===== src/rtl/rope_pkg.sv =====
// Shared constants, codes and types of the rotary embedding pair rotator.
package rope_pkg;

    // Default table geometry: token positions and elements per head vector.
    localparam int unsigned MAX_POS_DEF  = 512;
    localparam int unsigned MAX_DIMS_DEF = 128;

    // Reset value of the rotated pair count.
    localparam logic [6:0] HALF_DIMS_RESET = 7'd64;

    // Register index as seen in bit 2 of the byte address.
    localparam logic REG_HALF_DIMS = 1'b0;

    // Item kinds carried on the input tuser.
    typedef enum logic {
        MODE_WRITE  = 1'b0,
        MODE_ROTATE = 1'b1
    } rope_mode_t;

    // Decode flags from the address stage.
    typedef struct packed {
        logic wr_ok;   // write lies inside the table
        logic err;     // rotate cannot be served
    } rope_dec_t;

endpackage


===== src/rtl/rope_addr.sv =====
// Table address generation and range checks for write and rotate requests.
module rope_addr #(
    parameter int unsigned MAX_POS  = rope_pkg::MAX_POS_DEF,
    parameter int unsigned MAX_DIMS = rope_pkg::MAX_DIMS_DEF,
    localparam int unsigned AW      = $clog2(MAX_POS * MAX_DIMS)
) (
    input  logic [8:0]          position,
    input  logic [6:0]          elem_index,
    input  logic [6:0]          half_dims,
    output logic [AW-1:0]       lo_addr,
    output logic [AW-1:0]       hi_addr,
    output rope_pkg::rope_dec_t dec
);

    logic [31:0] row;
    logic [31:0] lo_full;
    logic [31:0] hi_full;
    logic [7:0]  idx_plus_half;

    // Row base is a multiply by a constant; the pair partner sits half_dims further on.
    always_comb begin
        row           = 32'(position) * 32'(MAX_DIMS);
        idx_plus_half = {1'b0, elem_index} + {1'b0, half_dims};
        lo_full       = row + 32'(elem_index);
        hi_full       = row + 32'(idx_plus_half);
        lo_addr       = lo_full[AW-1:0];
        hi_addr       = hi_full[AW-1:0];
    end

    // Range checks for both kinds of request.
    always_comb begin
        dec.err   = (elem_index >= half_dims) ||
                    (32'(idx_plus_half) >= MAX_DIMS) ||
                    (32'(position) >= MAX_POS);
        dec.wr_ok = (32'(position) < MAX_POS) && (32'(elem_index) < MAX_DIMS);
    end

endmodule


===== config.mk =====
export PLATFORM = sky130hd
export DESIGN_NAME = rope_addr
export DESIGN_NICKNAME = d
export VERILOG_FILES = /design/src/rtl/rope_pkg.sv /design/src/rtl/rope_addr.sv
export SDC_FILE = /design/constraint.sdc
export NUM_CORES = 1
export LEC_CHECK = 0
export BUFFER_PORTS_ARGS = -buffer_cell sky130_fd_sc_hd__buf_2
export CORE_MARGIN = 2
export CORE_UTILIZATION = 40
export DETAILED_ROUTE_END_ITERATION = 8
export GPL_TIMING_DRIVEN = 0
export PLACE_DENSITY = 0.8
export RECOVER_POWER = 100
export SETUP_SLACK_MARGIN = 0.3
export SLEW_MARGIN = 20
export SYNTH_ARGS = -nofsm -noshare
export SYNTH_HDL_FRONTEND = slang
export SYNTH_SLANG_ARGS = --single-unit

===== constraint.sdc =====
create_clock -name vclk -period 12.5
set_input_delay 3.75 -clock vclk [all_inputs]
set_output_delay 3.75 -clock vclk [all_outputs]
set_load 0.02 [all_outputs]

==> qor.csv <==
metric;value;unit
Final ANT Viol Nets;0;
CTS Hold Bufs;0;
Hold Path Depth;3;
Pleak;0.533;nW
unrepaired setup endpoints after global routing;false;
filler instances;205;
initial antenna violation count;0;
fin crit share;0.779;
Synth Area in Simple Gates;0.199;
delay of the slowest cell on the worst path;370;ps
post-route minimum period;9730;ps
die area;0.00223;mm²
Pint;19.7;µW
Die X;47.3;µm
Max Slew Vio Count;0;
vias in the first global route;708;
fmax;103;MHz
sequential cell area;0;µm²
Iter 0 DRT Violations;6;
Syn-to-layout area delta;35.1;%
Hold Crit Class;input pin to output port;
largest net degree at the start of global routing;7;
Crit path max-delay family;simple AND/OR/NAND/NOR gates;
max-cap violations;0;
Net Sw Frac;0.614;
WP buf/inv;2;
Setup TNS;0;ps
Power Density;50.5;mW/mm²
core area;0.00175;mm²
cells along the critical path;buf_2, ha_1, nor3b_1, nor3_1, o211ai_1, ha_1, nand4_1, nor2_1, nand3_1, xnor2_1, clkbuf_1;
clock network fraction of total power;0;
VDD IR max;0.0271;mV
nets@finish;199;
starting density of the core;0.429;
total gr overflow;0;
XOR/XNOR share of the synthesized area;0.140;
Synth Area in Compound Gates;0.105;
largest cells by area after synthesis;ha_1 27%, buf_4 17%, xnor2_1 11%;
post-CTS setup buffer count;0;
die height;47.3;µm
Yosys cell types;29;
Detail Placement HPWL;1600;µm
Comb pwr share;1.000;
post-cts sizing count;0;
final setup fails;0;
NetSw;31.3;µW
register area share after synthesis;0;
Vias;822;
Residual DRC;0;
status;finished clean;
worst endpoint required time;8750;ps
first-pass GRT wire length;2580;µm
crit-path max FO;6;
crit end category;output port;
drt pass-1 iters;4;
CP most frequent cell;ha_1;
post-synthesis instance area;748;µm²
row count;15;
fin cells;182;
commonest cells in the netlist;17 x buf_4, 16 x ha_1, 14 x inv_1, 9 x xnor2_1;
Syn Inst Count;101;
main combinational cell family by area after synthesis;adder cells;
seq_cells;0;
Synth Area in Adders;0.294;
Synth Warn #;0;
Crit Path Class;input pin to output port;
GP Congestion;0.790;
Post-Syn Nets;141;
multiplexer share of the synthesized area;0.0151;
Hold Path Sink;hi_addr[15];
I/O pin count;57;
CP arrival;5980;ps
HP Start;position[8];
Crit-path slowest cell;ha_1;
clkbuf count;0;
WL per Instance;9.58;µm
layout cell share with drive strength beyond 1;0.287;
syn avg cell area;7.41;µm²
Worst Setup Start Kind;input pin;
Synth top area share;0.268;
most common cell in the netlist;buf_4;
Final Hold Vio Count;0;
placed cells;182;
final wirelength;1740;µm
Port Buffers;56;
# diodes;0;
Sequential Power Share;0;
cell taking the most area after synthesis;ha_1;
GR Util All Layers;0.148;
Vias/cell;4.52;
[kinds of logic after synthesis]
logic type | count (synthesis)
buffers and inverters | 31
AND/OR/NAND/NOR | 27
adder cells (fa/ha/maj) | 17
AO/OA/AOI/OAI | 12
XOR/XNOR | 12
multiplexers | 1
other | 1
[cell usage in the layout (no fill, tap or decap), types with 2 or more instances in the layout]
master	synthesis	final
clkbuf_1	0	31
xor2_1	3	3
nor3_1	1	2
xnor2_1	9	9
buf_4	17	17
inv_1	14	14
nand3_1	5	5
nand2_1	3	3
nand4_1	2	2
nor2b_1	2	2
ha_1	16	16
nor2_1	5	5
nand2b_1	2	2
buf_2	0	25
or2_2	2	2
a21oi_1	5	5
[layout make-up]
class | instances | area (µm²) | area share
multi-input combinational | 70 | 558 | 0.552
timing repair buffer | 56 | 241 | 0.239
buffer | 17 | 128 | 0.126
tap | 25 | 31.3 | 0.0309
inverter | 14 | 52.6 | 0.0520
[per-stage QoR]
step | instance area, µm² | hold WS [ps] | power, mW | setup WS, ps | util
6_report | 1010 | 7820 | 0.0510 | 2770 | 0.579
5_1_grt | 1010 | 7850 | 0.0566 | 2430 | 0.579
4_1_cts | 1060 | 7810 | 0.0541 | 2870 | 0.607
3_5_place_dp | 1060 | 7810 | 0.0539 | 2880 | 0.607
3_3_place_gp | 1060 | 7800 | 0.0526 | 2910 | 0.607
2_1_floorplan | 748 | 7610 | 0.0361 | 3090 | -
[per-layer routing]
metal	vias up	routed length, µm	global-route usage
li1	429	-	-
met1	357	728	0.171
met2	36	866	0.311
met3	0	147	0
met4	0	0	0
met5	-	0	0
[worst max-delay path by stage]
stage,startpoint,end,cells past startpoint
2_1_floorplan,half_dims[2],hi_addr[15],10
3_3_place_gp,elem_index[2],hi_addr[15],11
3_5_place_dp,elem_index[2],hi_addr[15],11
4_1_cts,elem_index[2],hi_addr[15],11
5_1_grt,elem_index[2],hi_addr[15],11
6_report,elem_index[2],hi_addr[15],11
[power by group through the flow]
stage	clock network (mW)	logic [mW]	registers [mW]
2_1_floorplan	0	0.0361	0
3_3_place_gp	0	0.0526	0
3_5_place_dp	0	0.0539	0
4_1_cts	0	0.0541	0
5_1_grt	0	0.0566	0
6_report	0	0.0510	0
Power figures use the tool's default switching activity.
