==> config.mk <==
export PLATFORM = sky130hd
export DESIGN_NAME = rope_datapath
export DESIGN_NICKNAME = d
export VERILOG_FILES = /design/src/rtl/rope_datapath.sv
export SDC_FILE = /design/constraint.sdc
export NUM_CORES = 2
export LEC_CHECK = 0
export ABC_AREA = 1
export ABC_CLOCK_PERIOD_IN_PS = 6100
export BUFFER_PORTS_ARGS = -buffer_cell sky130_fd_sc_hd__buf_2
export CORE_AREA = 5 5 427 429
export CTS_CLUSTER_DIAMETER = 80
export CTS_CLUSTER_SIZE = 30
export DETAILED_ROUTE_END_ITERATION = 8
export DIE_AREA = 0 0 432 434
export GPL_TIMING_DRIVEN = 0
export PLACE_DENSITY = 0.48
export SLEW_MARGIN = 20
export SYNTH_ARGS = -nofsm -noshare
export SYNTH_HDL_FRONTEND = slang
export SYNTH_SLANG_ARGS = --single-unit
==> constraint.sdc <==
create_clock -name aclk -period 6.1 [get_ports aclk]
set_input_delay 0.915 -clock aclk [delete_from_list [all_inputs] [get_ports aclk]]
set_output_delay 0.915 -clock aclk [all_outputs]
set_load 0.02 [all_outputs]
==> src/rtl/rope_datapath.sv <==
// Multiply, sum and round-saturate pipeline for one rotated element pair.
module rope_datapath (
    input  logic        aclk,
    input  logic        aresetn,
    // From the table read stage
    input  logic        in_valid,
    output logic        in_ready,
    input  logic [15:0] x_value,
    input  logic [15:0] y_value,
    input  logic        index_error,
    input  logic [31:0] lo_word,
    input  logic [31:0] hi_word,
    // Result side
    output logic        out_valid,
    input  logic        out_ready,
    output logic [15:0] out_low,
    output logic [15:0] out_high,
    output logic        out_error
);

    // Q10.22 to Q8.8: round to nearest with ties upward, then clamp.
    function automatic logic [15:0] round_sat(input logic signed [32:0] sum);
        logic signed [33:0] biased;
        logic signed [19:0] q;
        begin
            biased = {sum[32], sum} + 34'sd8192;
            q      = biased[33:14];
            if (q > 20'sd32767) begin
                round_sat = 16'h7FFF;
            end else if (q < -20'sd32768) begin
                round_sat = 16'h8000;
            end else begin
                round_sat = q[15:0];
            end
        end
    endfunction

    logic               v2_reg, v3_reg, v4_reg;
    logic               rdy2, rdy3, rdy4;
    logic signed [31:0] p_xc0_reg, p_ys0_reg, p_yc1_reg, p_xs1_reg;
    logic               err2_reg, err3_reg, err4_reg;
    logic signed [32:0] sum_lo_reg, sum_hi_reg;
    logic [15:0]        low4_reg, high4_reg;

    // Each stage moves when it is empty or its successor takes its contents.
    always_comb begin
        rdy4     = !v4_reg || out_ready;
        rdy3     = !v3_reg || rdy4;
        rdy2     = !v2_reg || rdy3;
        in_ready = rdy2;
    end

    // Valid bits travel with the data.
    always_ff @(posedge aclk) begin
        if (!aresetn) begin
            v2_reg <= 1'b0;
            v3_reg <= 1'b0;
            v4_reg <= 1'b0;
        end else begin
            if (rdy2) begin
                v2_reg <= in_valid;
            end
            if (rdy3) begin
                v3_reg <= v2_reg;
            end
            if (rdy4) begin
                v4_reg <= v3_reg;
            end
        end
    end

    // Stage two: four signed 16 by 16 products.
    always_ff @(posedge aclk) begin
        if (rdy2 && in_valid) begin
            p_xc0_reg <= $signed(x_value) * $signed(lo_word[31:16]);
            p_ys0_reg <= $signed(y_value) * $signed(lo_word[15:0]);
            p_yc1_reg <= $signed(y_value) * $signed(hi_word[31:16]);
            p_xs1_reg <= $signed(x_value) * $signed(hi_word[15:0]);
            err2_reg  <= index_error;
        end
    end

    // Stage three: the two rotation sums.
    always_ff @(posedge aclk) begin
        if (rdy3 && v2_reg) begin
            sum_lo_reg <= 33'(p_xc0_reg) - 33'(p_ys0_reg);
            sum_hi_reg <= 33'(p_yc1_reg) + 33'(p_xs1_reg);
            err3_reg   <= err2_reg;
        end
    end

    // Stage four: rounding, saturation and forcing zeros on an index error.
    always_ff @(posedge aclk) begin
        if (rdy4 && v3_reg) begin
            low4_reg  <= err3_reg ? 16'h0000 : round_sat(sum_lo_reg);
            high4_reg <= err3_reg ? 16'h0000 : round_sat(sum_hi_reg);
            err4_reg  <= err3_reg;
        end
    end

    assign out_valid = v4_reg;
    assign out_low   = low4_reg;
    assign out_high  = high4_reg;
    assign out_error = err4_reg;

endmodule

==> summary.txt <==
Status
  • Status: finished clean

Final layout
  • Area Growth Syn to Fin: 10.7%
  • Reg area: 0.00616 sq mm
  • Final core utilization: 33.0%
  • Share of layout cells above drive strength 1: 8.33%
  • Post-layout instance area: 0.0587 sq mm
  • Multi-input gate area: 0.0396 sq mm
  • Fill cells: 19.0k
  • Nets@finish: 8,259

Floorplanning
  • Die Ht: 434 microns
  • Die area: 0.187 sq mm
  • FP Rows: 155
  • Die Wd: 432 microns
  • Core area: 0.178 sq mm
  • Initial core utilization: 29.8%
  • Io pins: 136

Timing
  • Period Utilization, post-route: 98.1%
  • RSZ-0062 raised after global routing: true
  • Worst slew margin: around 45%
  • Final setup violation count: 0
  • Layout Skew: 0.0152 ns
  • Final hold violation count: 0
  • Hold_ws: 0.441 ns
  • Fin. max-slew vios: 0
  • F_max: 0.167 GHz
  • Min Tclk post-route: 5.99 ns
  • Tightest Pin Transition: 0.830 ns

Detailed routing
  • Post-route ant nets: 0
  • DR WL/cell: 18.9 microns
  • Drt drc: 0
  • Number of iterations in the first detailed-routing pass: 6
  • 1st-iter DRT viols: 2,675
  • Drt via density: 4.56
  • Routed WL: 172,000 microns
  • Routed vias: 41.4k

Placed design
  • Routability cong.: ~0.92
  • Dpl hpwl: between 100,000 and 150,000 microns
  • Area post-placement: 0.0564 sq mm
  • Port Buffers: between 70 and 80

Setup path
  • CP Buf/Inv Count: 8
  • Worst path slowest cell: fa_1
  • Crit. End Element: flop
  • Worst-path maximum fanout: 10
  • Critical Path AT: 6.29 ns
  • Top Family by Delay on Critical Path: adder cells
  • Crit-path cells: buf_2 > buf_2 > nand2_1 > fa_1 > inv_1 > fa_1 > inv_1 > fa_1 > inv_1 > fa_1 > fa_1 > inv_1 > fa_1 > inv_1 > ha_2 > nand2_2 > inv_1 > nand2_1 > nor3_1 > nand3_1 > nand3_1 > xor2_1
  • CP peak stage delay: 0.55 ns
  • Worst EP required: 6.41 ns
  • Setup CP Type: in -> reg
  • CP Launch Type: input pin

Global route
  • Vias in the first global route: between 40k and 50k
  • GRT Total Usage: 18.5%
  • Grt ovf: 0
  • Met2 usage: 31.5%
  • Most Crowded Layer GR: met2
  • Largest net degree at the start of global routing: 105
  • Met3 Resource Use GR: 2.34%
  • Antenna violations before repair: 3
  • Global-route wire length before repair: about 270,000 microns
  • Global-route met1 utilization: 24.3%

Yosys
  • Post-synthesis cell type count: 45
  • Asr flop ratio synth: 0%
  • Largest area contributor in the netlist: fa_1
  • Syn Std Cell Area: 0.0530 sq mm
  • Post-synthesis sequential area ratio: 11.6%
  • Post-synthesis register bit count: 206
  • Mapped Nets: 8,143
  • Syn_area_per_cell: 8.02 sq um
  • Ys flop type: edfxtp_1
  • Yosys top cell area share: 39.6%
  • Synth top area cells: fa_1 (40%), inv_1 (14%), edfxtp_1 (12%)
  • Yosys warns: 0
  • Synthesized instance count: approximately 6.6k
  • Number of synthesized flops with an enable pin: 203

Clocking
  • Total CTS buffers: 11
  • CTS Root Cell: clkbuf_16
  • CTS tree: yes
  • # clock sinks: 206
  • # hold bufs at CTS: 0
  • CTS H-tree depth: 1
  • Clock transition at path regs: 0.11 ns
  • Skew-Pair Late Insertion Delay: 0.50 ns
  • Clk buf depth: 3

Worst hold path
  • Worst hold-check path type: reg -> reg

Flow run
  • Maxcap violations: 0
layer usage:
metal | wire length [microns] | vias up | share of wire (%)
li1 | - | 19400 | -
met1 | 72600 | 20600 | 42
met2 | 82100 | 1097 | 48
met3 | 9360 | 269 | 5.5
met4 | 7570 | 6 | 4.4
met5 | 106 | - | 0.062
worst reg2reg max path, stage by stage, from the launching register on:
cell      delay [ns]
edfxtp_1        0.45
ha_1            0.38
a21oi_1         0.32
a21boi_0        0.61
o21ai_0         0.25
a21oi_1         0.17
nand2_1         0.10
xor2_1          0.30
per-stage QoR:
step,setup TNS (ns),std cells,setup slack [ns]
after floorplan,-0.0201,6602,-0.0201
after global placement,-88.31,9032,-1.50
after detailed placement,-88.51,9036,-1.50
after CTS,0,9059,0.000469
after global routing,-0.207,9077,-0.0447
final,0,9077,0.115
layout by cell type (no fill, tap or decap), types with 15 or more instances in the layout:
cell | netlist | layout
nand2_2 | 5 | 27
nand2_1 | 1586 | 1564
buf_6 | 3 | 34
o21ai_2 | 9 | 15
o21ai_0 | 121 | 99
ha_4 | 0 | 23
o21bai_1 | 31 | 29
edfxtp_1 | 203 | 203
nor2_2 | 9 | 34
a31oi_1 | 20 | 19
xnor2_1 | 56 | 56
ha_2 | 0 | 21
nor3_1 | 47 | 36
clkbuf_2 | 0 | 50
ha_1 | 392 | 348
clkbuf_4 | 0 | 54
xor2_1 | 121 | 115
buf_4 | 0 | 52
fa_2 | 0 | 26
o21ai_1 | 0 | 16
nor2_1 | 308 | 281
inv_1 | 1915 | 1909
a21o_1 | 34 | 34
nand3_1 | 150 | 145
a21oi_2 | 0 | 25
fa_1 | 1048 | 1022
a21oi_1 | 211 | 184
nand4_1 | 37 | 37
buf_2 | 1 | 99
timing repair:
item                       in CTS  in global routing
setup endpoints to repair      82                 63
resized for setup             342                403
pin swaps                       9                 38
setup buffers                   8                 17
area by class of cell:
class,count,area share [%]
diodes,1,0.00427
plain buffers,224,3.01
clock buffers,12,0.476
clock inverters,4,0.0683
inverters,1918,12.3
multi-input cells,4253,67.5
flip-flops and latches,206,10.5
well taps,2355,5.02
repair buffers,104,1.15
cell families after synthesis:
group | share of synthesized area, %
buffers and inverters | 15.3
xor gates and xnor gates | 2.96
and+or+nand+nor | 16.4
adders and majority gates | 48.9
AOI/OAI and AO/OA | 4.95
DFF | 11.6
worst paths after layout:
kind / from / end / slack, ns / cells after the start
max: y_value[3] / p_ys0_reg[25]$_DFFE_PP_ / 0.11 / 22
min: err2_reg$_DFFE_PP_ / err3_reg$_DFFE_PP_ / 0.44 / 0
max reg2reg: p_xc0_reg[18]$_DFFE_PP_ / sum_lo_reg[23]$_DFFE_PP_ / 3.32 / 7
min reg2reg: err2_reg$_DFFE_PP_ / err3_reg$_DFFE_PP_ / 0.44 / 0
cell usage after synthesis, types with 2 or more instances:
cell type	n
a31oi_1	20
nor3_1	47
nand2_4	3
fa_1	1048
edfxtp_1	203
nor4_1	3
nand2_1	1586
dfxtp_1	3
inv_2	2
a21oi_1	211
nor2_4	3
o21a_1	6
clkbuf_1	219
o31ai_1	2
a21o_1	34
xor2_1	121
o21ai_2	9
xnor2_1	56
o21ai_0	121
ha_1	392
nand3b_1	10
o211ai_1	14
nand2_2	5
nand4_1	37
a21boi_0	8
nor2_1	308
buf_6	3
nor2_2	9
or2_2	10
inv_1	1915
o21bai_1	31
nand3_1	150
Power is not shown: default switching activity piles up to over one toggle a cycle in this logic, so the estimate is an artifact.
